[src/rtl/alb_pkg.sv]
// ----------------------------------------------------------------------------
// alb_pkg
// Shared types, constants and the brightness gain table for the addressable
// LED bit encoder.
// ----------------------------------------------------------------------------
package alb_pkg;

  // slots emitted per led, green first, msb first
  localparam int BITS_PER_LED = 24;
  localparam int CNT_W        = $clog2(BITS_PER_LED + 1);
  localparam int LEVEL_W      = 8;
  localparam int GAIN_W       = 16;
  localparam int GAIN_SHIFT   = 15;
  localparam int BRIGHT_W     = 6;
  localparam int CFG_W        = 8;
  localparam int CFG_IDX_W    = 2;

  localparam logic [BRIGHT_W-1:0] MAX_BRIGHTNESS = BRIGHT_W'(45);
  localparam logic [BRIGHT_W-1:0] RST_BRIGHTNESS = BRIGHT_W'(22);
  localparam logic [7:0]          RST_ONE_DUTY   = 8'd68;
  localparam logic [7:0]          RST_ZERO_DUTY  = 8'd32;
  localparam logic [7:0]          RST_GAP_SLOTS  = 8'd48;

  // register indexes on the configuration port
  typedef enum logic [CFG_IDX_W-1:0] {
    REG_BRIGHTNESS = 2'd0,
    REG_ONE_DUTY   = 2'd1,
    REG_ZERO_DUTY  = 2'd2,
    REG_GAP_SLOTS  = 2'd3
  } cfg_reg_t;

  // serialiser phases
  typedef enum logic [1:0] {
    SER_IDLE,
    SER_DATA,
    SER_GAP
  } ser_state_t;

  typedef struct packed {
    logic [7:0] red_level;
    logic [7:0] green_level;
    logic [7:0] blue_level;
    logic       final_led;
  } led_word_t;

  typedef struct packed {
    logic [7:0] duty;
    logic [7:0] repeat_res;
    logic       run_end;
  } slot_word_t;

  // duty settings handed to the serialiser
  typedef struct packed {
    logic [7:0] one_duty;
    logic [7:0] zero_duty;
    logic [7:0] gap_slots;
  } duty_cfg_t;

  // round(tan(b deg) * 32768), unsigned q1.15
  function automatic logic [GAIN_W-1:0] gain_lookup(input logic [BRIGHT_W-1:0] b);
    logic [GAIN_W-1:0] g;
    unique case (b)
      6'd0:  g = 16'd0;     6'd1:  g = 16'd572;   6'd2:  g = 16'd1144;
      6'd3:  g = 16'd1717;  6'd4:  g = 16'd2291;  6'd5:  g = 16'd2867;
      6'd6:  g = 16'd3444;  6'd7:  g = 16'd4023;  6'd8:  g = 16'd4605;
      6'd9:  g = 16'd5190;  6'd10: g = 16'd5778;  6'd11: g = 16'd6369;
      6'd12: g = 16'd6965;  6'd13: g = 16'd7565;  6'd14: g = 16'd8170;
      6'd15: g = 16'd8780;  6'd16: g = 16'd9396;  6'd17: g = 16'd10018;
      6'd18: g = 16'd10647; 6'd19: g = 16'd11283; 6'd20: g = 16'd11927;
      6'd21: g = 16'd12578; 6'd22: g = 16'd13239; 6'd23: g = 16'd13909;
      6'd24: g = 16'd14589; 6'd25: g = 16'd15280; 6'd26: g = 16'd15982;
      6'd27: g = 16'd16696; 6'd28: g = 16'd17423; 6'd29: g = 16'd18164;
      6'd30: g = 16'd18919; 6'd31: g = 16'd19689; 6'd32: g = 16'd20476;
      6'd33: g = 16'd21280; 6'd34: g = 16'd22102; 6'd35: g = 16'd22944;
      6'd36: g = 16'd23807; 6'd37: g = 16'd24692; 6'd38: g = 16'd25601;
      6'd39: g = 16'd26535; 6'd40: g = 16'd27496; 6'd41: g = 16'd28485;
      6'd42: g = 16'd29504; 6'd43: g = 16'd30557; 6'd44: g = 16'd31644;
      default: g = 16'd32768;
    endcase
    return g;
  endfunction

endpackage

[src/rtl/alb_lane.sv]
// ----------------------------------------------------------------------------
// alb_lane
// One colour lane: scales a level by the q1.15 gain and registers the
// truncated byte.
// ----------------------------------------------------------------------------
module alb_lane (
  input  logic                       clk,
  input  logic                       load,
  input  logic [alb_pkg::LEVEL_W-1:0] level,
  input  logic [alb_pkg::GAIN_W-1:0]  gain,
  output logic [alb_pkg::LEVEL_W-1:0] scaled
);
  import alb_pkg::*;

  logic [LEVEL_W+GAIN_W-1:0] product;

  // level times gain, never above 255 after the shift
  assign product = {{GAIN_W{1'b0}}, level} * {{LEVEL_W{1'b0}}, gain};

  // scaled byte register
  always_ff @(posedge clk) begin
    if (load) begin
      scaled <= product[GAIN_SHIFT +: LEVEL_W];
    end
  end

endmodule

[src/rtl/alb_ser.sv]
// ----------------------------------------------------------------------------
// alb_ser
// Merging stage and slot serialiser: packs the three lane bytes into one
// grb word shifted out a slot per cycle unless stalled; a final led adds the gap.
// ----------------------------------------------------------------------------
module alb_ser (
  input  logic                   clk,
  input  logic                   rst,
  input  logic                   lane_valid,
  input  logic                   lane_final,
  input  logic [7:0]             red_scaled,
  input  logic [7:0]             green_scaled,
  input  logic [7:0]             blue_scaled,
  input  alb_pkg::duty_cfg_t     duty_cfg,
  output logic                   load,
  output logic                   slot_valid,
  input  logic                   slot_stall,
  output alb_pkg::slot_word_t    slot_word
);
  import alb_pkg::*;

  ser_state_t              state, state_next;
  logic [BITS_PER_LED-1:0] shreg;
  logic [CNT_W-1:0]        cnt;
  logic                    fin;
  logic                    adv;
  logic                    last_res;
  logic                    free;
  logic [BITS_PER_LED-1:0] merged;
  slot_word_t              slot;

  // merge the lane bytes, green in the top byte
  assign merged = BITS_PER_LED'({green_scaled, red_scaled, blue_scaled});

  // output register can take a new slot
  assign adv = !slot_valid || !slot_stall;

  // this cycle ends the current led
  assign last_res = ((state == SER_DATA) && (cnt == CNT_W'(1)) && !fin) ||
                    (state == SER_GAP);
  assign free = (state == SER_IDLE) || (adv && last_res);
  assign load = lane_valid && free;

  // next phase
  always_comb begin
    state_next = state;
    unique case (state)
      SER_IDLE: begin
        if (load) state_next = SER_DATA;
      end
      SER_DATA: begin
        if (adv && (cnt == CNT_W'(1))) begin
          if (fin) state_next = SER_GAP;
          else if (load) state_next = SER_DATA;
          else state_next = SER_IDLE;
        end
      end
      SER_GAP: begin
        if (adv) state_next = load ? SER_DATA : SER_IDLE;
      end
      default: state_next = SER_IDLE;
    endcase
  end

  // slot produced in the current phase
  always_comb begin
    slot = '0;
    unique case (state)
      SER_DATA: begin
        slot.duty       = shreg[BITS_PER_LED-1] ? duty_cfg.one_duty : duty_cfg.zero_duty;
        slot.repeat_res = 8'd1;
        slot.run_end    = (cnt == CNT_W'(1)) && !fin;
      end
      SER_GAP: begin
        slot.duty       = 8'd0;
        slot.repeat_res = duty_cfg.gap_slots;
        slot.run_end    = 1'b1;
      end
      default: slot = '0;
    endcase
  end

  // phase register
  always_ff @(posedge clk) begin
    if (rst) begin
      state <= SER_IDLE;
    end else begin
      state <= state_next;
    end
  end

  // shift register and slot count
  always_ff @(posedge clk) begin
    if (load) begin
      shreg <= merged;
      cnt   <= CNT_W'(BITS_PER_LED);
      fin   <= lane_final;
    end else if (adv && (state == SER_DATA)) begin
      shreg <= {shreg[BITS_PER_LED-2:0], 1'b0};
      cnt   <= cnt - CNT_W'(1);
    end
  end

  // output register
  always_ff @(posedge clk) begin
    if (rst) begin
      slot_valid <= 1'b0;
    end else if (adv) begin
      slot_valid <= (state != SER_IDLE);
    end
  end

  always_ff @(posedge clk) begin
    if (adv) begin
      slot_word <= slot;
    end
  end

  // a new led is taken only when the serialiser finishes or is empty
  assert property (@(posedge clk) disable iff (rst)
    load |-> (state == SER_IDLE) || (adv && last_res))
    else $error("alb_ser: load while a led is still being sent");

  // data phase always has slots left
  assert property (@(posedge clk) disable iff (rst)
    (state == SER_DATA) |-> (cnt != '0))
    else $error("alb_ser: data phase with empty count");

  // a slot repeated more than once is the gap: zero duty, end of run
  assert property (@(posedge clk) disable iff (rst)
    (slot_valid && (slot_word.repeat_res != 8'd1)) |->
      (slot_word.duty == 8'd0) && slot_word.run_end)
    else $error("alb_ser: long slot that is not a gap");

  // a final led moves from data into the gap phase
  assert property (@(posedge clk) disable iff (rst)
    ((state == SER_DATA) && fin && adv && (cnt == CNT_W'(1))) |=> (state == SER_GAP))
    else $error("alb_ser: gap slot skipped after final led");

endmodule

[src/rtl/addressable_led_bit_encoder.sv]
// ----------------------------------------------------------------------------
// addressable_led_bit_encoder
// Scales an rgb led word by a tan() brightness gain and turns it into a
// stream of pwm duty slots, grb msb first, with a reset gap after the last led.
// ----------------------------------------------------------------------------
//  channel  | direction | handshake           | word
//  led      | in        | led_valid/led_stall | led_word_t (r, g, b, final_led)
//  slot     | out       | slot_valid/slot_stall | slot_word_t (duty, repeat, end)
//  cfg      | in        | cfg_we              | cfg_index, cfg_data
//
//  a led is sent as 24 data slots, plus the gap slot when it is the last of the
//  chain; the serialiser emits one slot per cycle unless the slot side stalls.
//  a led word passes the lane registers, the serialiser shift register and the output register before its first slot.
//  the next led word is taken into the lane stage while the current one shifts.
//  reset is synchronous and restores the default register values.
//  stall on the slot side holds the output and back-pressures the led side.
// ----------------------------------------------------------------------------
module addressable_led_bit_encoder (
  input  logic                            clk,
  input  logic                            rst,
  input  logic                            led_valid,
  output logic                            led_stall,
  input  alb_pkg::led_word_t              led_word,
  output logic                            slot_valid,
  input  logic                            slot_stall,
  output alb_pkg::slot_word_t             slot_word,
  input  logic                            cfg_we,
  input  logic [alb_pkg::CFG_IDX_W-1:0]   cfg_index,
  input  logic [alb_pkg::CFG_W-1:0]       cfg_data
);
  import alb_pkg::*;

  logic [BRIGHT_W-1:0] brightness;
  duty_cfg_t           duty_cfg;
  logic [GAIN_W-1:0]   gain;
  logic                lane_valid;
  logic                lane_final;
  logic                led_take;
  logic                load;
  logic [7:0]          red_scaled;
  logic [7:0]          green_scaled;
  logic [7:0]          blue_scaled;
  cfg_reg_t            cfg_reg;

  assign cfg_reg = cfg_reg_t'(cfg_index);

  // configuration registers with saturation
  always_ff @(posedge clk) begin
    if (rst) begin
      brightness         <= RST_BRIGHTNESS;
      duty_cfg.one_duty  <= RST_ONE_DUTY;
      duty_cfg.zero_duty <= RST_ZERO_DUTY;
      duty_cfg.gap_slots <= RST_GAP_SLOTS;
    end else if (cfg_we) begin
      unique case (cfg_reg)
        REG_BRIGHTNESS: begin
          brightness <= (cfg_data[BRIGHT_W-1:0] > MAX_BRIGHTNESS) ?
                        MAX_BRIGHTNESS : cfg_data[BRIGHT_W-1:0];
        end
        REG_ONE_DUTY:  duty_cfg.one_duty  <= cfg_data;
        REG_ZERO_DUTY: duty_cfg.zero_duty <= cfg_data;
        REG_GAP_SLOTS: duty_cfg.gap_slots <= (cfg_data == 8'd0) ? 8'd1 : cfg_data;
        default: ;
      endcase
    end
  end

  assign gain = gain_lookup(brightness);

  // lane stage handshake
  assign led_stall = lane_valid && !load;
  assign led_take  = led_valid && !led_stall;

  always_ff @(posedge clk) begin
    if (rst) begin
      lane_valid <= 1'b0;
    end else if (led_take) begin
      lane_valid <= 1'b1;
    end else if (load) begin
      lane_valid <= 1'b0;
    end
  end

  always_ff @(posedge clk) begin
    if (led_take) begin
      lane_final <= led_word.final_led;
    end
  end

  // one scaling lane per colour
  alb_lane u_lane_red (
    .clk    (clk),
    .load   (led_take),
    .level  (led_word.red_level),
    .gain   (gain),
    .scaled (red_scaled)
  );

  alb_lane u_lane_green (
    .clk    (clk),
    .load   (led_take),
    .level  (led_word.green_level),
    .gain   (gain),
    .scaled (green_scaled)
  );

  alb_lane u_lane_blue (
    .clk    (clk),
    .load   (led_take),
    .level  (led_word.blue_level),
    .gain   (gain),
    .scaled (blue_scaled)
  );

  // merge and serialise
  alb_ser u_ser (
    .clk          (clk),
    .rst          (rst),
    .lane_valid   (lane_valid),
    .lane_final   (lane_final),
    .red_scaled   (red_scaled),
    .green_scaled (green_scaled),
    .blue_scaled  (blue_scaled),
    .duty_cfg     (duty_cfg),
    .load         (load),
    .slot_valid   (slot_valid),
    .slot_stall   (slot_stall),
    .slot_word    (slot_word)
  );

  // lane stage only back-pressures when it holds a word
  assert property (@(posedge clk) disable iff (rst)
    led_stall |-> lane_valid)
    else $error("encoder: stall with an empty lane stage");

  // brightness never leaves the table range
  assert property (@(posedge clk) disable iff (rst)
    brightness <= MAX_BRIGHTNESS)
    else $error("encoder: brightness above table range");

  // gap length is never zero
  assert property (@(posedge clk) disable iff (rst)
    duty_cfg.gap_slots != 8'd0)
    else $error("encoder: zero gap length");

endmodule
[config.mk]
export PLATFORM = sky130hd
export DESIGN_NAME = addressable_led_bit_encoder
export DESIGN_NICKNAME = d
export VERILOG_FILES = /design/src/rtl/alb_pkg.sv /design/src/rtl/alb_lane.sv /design/src/rtl/alb_ser.sv /design/src/rtl/addressable_led_bit_encoder.sv
export SDC_FILE = /design/constraint.sdc
export NUM_CORES = 1
export LEC_CHECK = 0
export ABC_CLOCK_PERIOD_IN_PS = 7120
export BUFFER_PORTS_ARGS = -buffer_cell sky130_fd_sc_hd__clkbuf_2
export CAP_MARGIN = 20
export CORE_ASPECT_RATIO = 0.9
export CORE_MARGIN = 4
export CORE_UTILIZATION = 53
export DETAILED_ROUTE_END_ITERATION = 16
export GPL_TIMING_DRIVEN = 1
export MAX_ROUTING_LAYER = met4
export PLACE_DENSITY = 0.67
export SKIP_CTS_REPAIR_TIMING = 1
export SYNTH_ARGS = -nofsm -noshare
export SYNTH_HDL_FRONTEND = slang
export SYNTH_HIERARCHICAL = 1
export SYNTH_SLANG_ARGS = --single-unit
[constraint.sdc]
create_clock -name clk -period 7.12 [get_ports clk]
set_input_delay 1.424 -clock clk [delete_from_list [all_inputs] [get_ports clk]]
set_output_delay 1.424 -clock clk [all_outputs]
set_load 0.005 [all_outputs]
# Word level (Yosys, flattened, before mapping)
# Memories as Yosys holds them, arrays and structs flattened. A register that Yosys moved wholly into a read port is not among the register bits.
# Index checks and enable logic that the tools add are counted.
# word_totals
reg_bits,106
romBits,1024
in_bits,40
elab_cells,76
mem_count,1
# classes
n_addsub,1
multipliers,3
n_lt_le_gt_ge,1
eq_ne,9
n_mux,16
n_reduce_logical,28
# mem_list
memory,depth,word_bits,rd,rd_clocked_by_memory_dff,write_ports,line,rtl
(no name shown),64,16,1,1,0,alb_pkg.sv:62,unique case (b)
# op_table
cell,count
multiplier 8 x 16 -> 23 bit,3
two-way mux 24 bit,2
one-hot mux 17 bit (2 select lines),1
two-way mux 6 bit,3
two-way mux 8 bit,2
logical AND 1 bit,9
zero test 8 bit,1
two-way mux 2 bit,4
AND reduction 2 bit,4
== test 2 bit (second input constant),3
> comparator 6 bit (second input constant),1
one-hot mux 2 bit (3 select lines),1
nonzero test 2 bit,3
== test 5 x 1 -> 1 bit (second input constant),1
zero test 1 bit,5
subtractor 5 x 1 -> 5 bit (second input constant),1
== test 2 x 1 -> 1 bit (second input constant),2
zero test 2 bit,2
!= test 2 x 1 -> 1 bit (second input constant),2
logical OR 1 bit,3
two-way mux 1 bit,3
AND reduction 3 bit,1
!= test 2 bit (second input constant),1

# Depth between registers and ports, before layout
# logic_depth
depth_word,12
depth_mapped,18
depth_no_buf,17

# Hierarchy
# Netlist, hierarchy kept.
# modules_own_cells
mod,instances,cells_each,area_per_inst_um2,seq_area_each_um2
alb_lane at u_lane_red,1,442,4056.4,240.2
alb_lane at u_lane_blue,1,434,4016.4,240.2
alb_lane at u_lane_green,1,414,3863.7,240.2
addressable_led_bit_encoder,1,349,2840.2,970.9
alb_ser,1,151,2234.6,1421.4

# Worst setup path after synthesis
# No wires, ideal clock.
# synth_path
kind,input port to flip-flop
from,in led_word[5] (netlist name)
to,"reg u_lane_blue/scaled[7] (netlist name), data pin"
setup_ns,0.254
t_arrival_ns,5.490
required_time_ns,6.866
path_slack_ns,1.377
path_stages,17
cell_sequence,clkbuf_1 -> nand2_1 -> fa_1 -> inv_1 -> fa_1 -> fa_1 -> inv_1 -> fa_1 -> inv_1 -> ha_1 -> buf_4 -> and4_4 -> and4_1 -> a21oi_2 -> a31oi_4 -> a211o_2 -> a21o_1
# synth_between
elab_chain_len,1
# synth_lines
item,line,rtl
start: declaration,addressable_led_bit_encoder.sv:23,"input alb_pkg::led_word_t led_word,"
multiplier 8 x 16 -> 23 bit,alb_lane.sv:18,"assign product = {{GAIN_W{1'b0}}, level} * {{LEVEL_W{1'b0}}, gain};"
net u_lane_blue.product[22],alb_lane.sv:15,logic [LEVEL_W+GAIN_W-1:0] product;
end signal: assignment,alb_lane.sv:23,scaled <= product[GAIN_SHIFT +: LEVEL_W];
end: declaration,alb_lane.sv:11,output logic [alb_pkg::LEVEL_W-1:0] scaled
# The timed path passes the listed nets, and every way through them passes these cells.
# A chain may end at the register's enable or synchronous reset.

# Final worst setup path
# layout_path
from,in led_word[12] (netlist name)
to,"reg u_lane_green/scaled[7] (netlist name), data pin"
# layout_between
elab_chain_len,1
# layout_lines
item,line
multiplier 8 x 16 -> 23 bit,alb_lane.sv:18
net u_lane_green.product[22],alb_lane.sv:15
end signal: assignment,alb_lane.sv:23
end: declaration,alb_lane.sv:11
# The timed path passes the listed nets, and every way through them passes these cells.

==> impl_metrics.yaml <==
status:
  status: "complete, no violations"
critical_path:
  r2r_start: "gain[7]"
  crit_fanout: 16
  cp-end-kind: "flip-flop"
  crit_start: "led_word[12]"
  r2r_slack_ps: 1660
  path_class: "in2reg"
  required_ps: 7290
  r2r-end: "u_lane_green/scaled[7]"
  reg2reg_depth: 15
  cp-start-kind: "primary input"
  cp_data_arrival_time_ps: 5850
sta:
  slew_headroom: 0.2701
  fmax_ghz: 0.1759
  final_max_slew_viol_count: 0
  tightest_slew_ps: 1093
  fin_worst_skew_ps: 16.49
  fin_crit_ps: 5685
  fin_crit_sh: 0.7984
  hold_viol: 0
  tns_ps: 0
  setup_viol: 0
  rsz0062_at_grt: "false"
drt:
  wl_um: 41290
  post-route-drc-count: 0
  wl_per_cell_um: 18.39
  dr.pass1.iters: 7
  drtIter0Drc: 911
  ant_nets: 0
  vias: 12590
  via_per_inst: 5.609
synthesis:
  synth_seq_cells: 122
  asyncSetResetFlopFracSynth: 0
  synth_warnings: 6
  yosysTopAreaCell: "fa_1"
  synth_top_area_share: 0.2895
  ys_seq_area_frac: 0.1830
  synth_nets: 2208
  synthCells: 1790
  synth_most_common_cell: "inv_1"
  yosysUniqueCellTypes: 96
  netlist_area_um2: 17010
  ys_top_cells_by_area: "fa_1, edfxtp_1, and2_1"
  postSynthAreaPerCell_um2: 9.504
  synth_edf_count: 67
  synth_top_cells_by_count: "inv_1, and2_1, fa_1"
  ys.flop_type: "edfxtp_1"
global_routing:
  grt_start_max_net_pins: 42
  grt_pass1_vias: 13350
  grt_first_pass_wirelength_um: 68960
  grtUsageTotal: 0.2521
  overflow: 0
  antenna_found_initial: 0
clocking:
  clk_pin_slew_worst_paths_ps: 60
  clock_path_buffers: 2
  clock_sinks: 122
  cts-root-buf: "clkbuf_16"
  clkLatencyLatePin_ps: 420
  ctsHtreeMaxLevel: 4
  cts_buffers: 17
  cts_tree: "yes"
floorplanning:
  die_w_um: 196.8
  core-area_um2: 31290
  die_area_um2: 35030
  ioPinCount: 59
  start_util: 0.5436
  rows: 61
  die_y_um: 178.0
power_and_ir_drop:
  p_total_mw: 7.687
  peakVddDrop_mv: 0.2982
  power.density_nw_per_um2: 420.0
  leakagePower_nw: 8.700
min_path:
  worst_hold_path.num_cells: 0
  hold_start: "lane_final"
  hold_path_class: "reg2reg"
  holdPathEnd: "u_ser/fin"
final_layout:
  final_layout_size_suffix_gt1_frac: 0.09967
  diodes: 0
  nets: 2241
  syn2layout_area_growth_pct: 7.583
placed_design:
  place_congestion: 0.9230
  dp_hpwl_um: 30630
  io_buffers: 58
run:
  max_cap_viol_count: 0
-- final cells by class --
cell class / instances / area, um2
Multi-Input combinational cell: 1299 / 12460
Sequential cell: 122 / 3113
Fill cell: 2808 / 12990
Clock inverter: 15 / 167.7
Inverter: 304 / 1144
Clock buffer: 17 / 425.4
Tap cell: 409 / 511.7
Timing Repair Buffer: 79 / 475.5
-- cell families (layout without fill, tap and decap cells) --
group,count (synthesis),count (layout),synth area share
simple gates,607,607,0.2001
fa+ha+maj,378,378,0.3866
buf+inv,369,415,0.08444
compound gates,227,227,0.09378
flops,122,122,0.1830
mux,55,55,0.03567
xor+xnor,32,32,0.01647
-- placed cells by master (no fill, tap or decap), drive strengths merged, types with 5 or more instances in the layout --
cell type  count
dfxtp         55
buf           21
and2         302
edfxtp        67
a21o          15
nor3b          6
ha           132
mux2i         29
nand2b         8
nor4           5
a211o          7
xnor2         22
a21oi         68
nor2          54
clkbuf        75
mux2          25
a31oi         12
and3          16
nand4         12
and4           5
o21ai         35
nor3          15
inv          316
xor2          10
o21a           7
nand2        125
o211ai        12
nand3         27
fa           246
a2111oi        5
nor2b         11
o22ai          5
a211oi         9
-- power breakdown --
part           total, mW  internal [mW]  switching, mW
sequential          1.23           1.11          0.124
combinational       5.59           2.35           3.23
clock              0.869          0.501          0.369
total               7.69           3.96           3.72
-- through the flow --
step           setup WS, ps  hold WS [ps]  cell area (um2)    util  cells
3_5_place_dp           1000         411.3            17670  0.5645   2211
6_report               1435         431.3            18300  0.5848   2245
3_3_place_gp           1119         401.5            17670  0.5645   2211
5_1_grt                1245         449.5            18300  0.5848   2245
4_1_cts                1464         438.8            18260  0.5835   2243
2_1_floorplan          1377         400.3            17010       -   1790
-- routing by layer --
metal | vias to the layer above | wire [um] | share of wire | GRT usage
met5 | - | 0 | 0 | -
met4 | 0 | 376 | 0.0091 | 0.04419
met3 | 36 | 2064 | 0.050 | 0.03910
met2 | 326 | 19940 | 0.48 | 0.4052
met1 | 6379 | 18910 | 0.46 | 0.3474
li1 | 5852 | - | - | -
-- registers in the layout, summed over array words and instances, names as in the netlist --
| register | count |
|---|---|
| duty_cfg | 24 |
| u_ser/shreg | 24 |
| u_ser/slot_word | 17 |
| gain | 16 |
| u_lane_blue/scaled | 8 |
| u_lane_green/scaled | 8 |
| u_lane_red/scaled | 8 |
| brightness | 6 |
| u_ser/cnt | 5 |
| u_ser/state | 2 |
| lane_final | 1 |
| lane_valid | 1 |
| u_ser/fin | 1 |
| u_ser/slot_valid | 1 |
-- worst max-delay path by stage --
stage	cells past startpoint	to	slack, ps
4_1_cts	16	u_lane_green/scaled[7]	1460
5_1_grt	17	u_lane_green/scaled[7]	1240
3_3_place_gp	15	u_lane_blue/scaled[7]	1120
6_report	17	u_lane_green/scaled[7]	1440
2_1_floorplan	17	u_lane_blue/scaled[7]	1380
3_5_place_dp	16	u_lane_green/scaled[7]	1000
-- worst max-delay path, stage by stage --
cell and delay (ps):
clkbuf_2 270, nand2_1 140, fa_1 520, fa_1 540, inv_1 50, fa_1 470
inv_1 50, fa_1 470, inv_1 40, ha_1 290, a21oi_2 160, o21ai_2 70
a211oi_2 350, a21oi_1 170, a221o_1 440, a311oi_2 300, xnor2_1 90
Power figures use the tool's default switching activity.
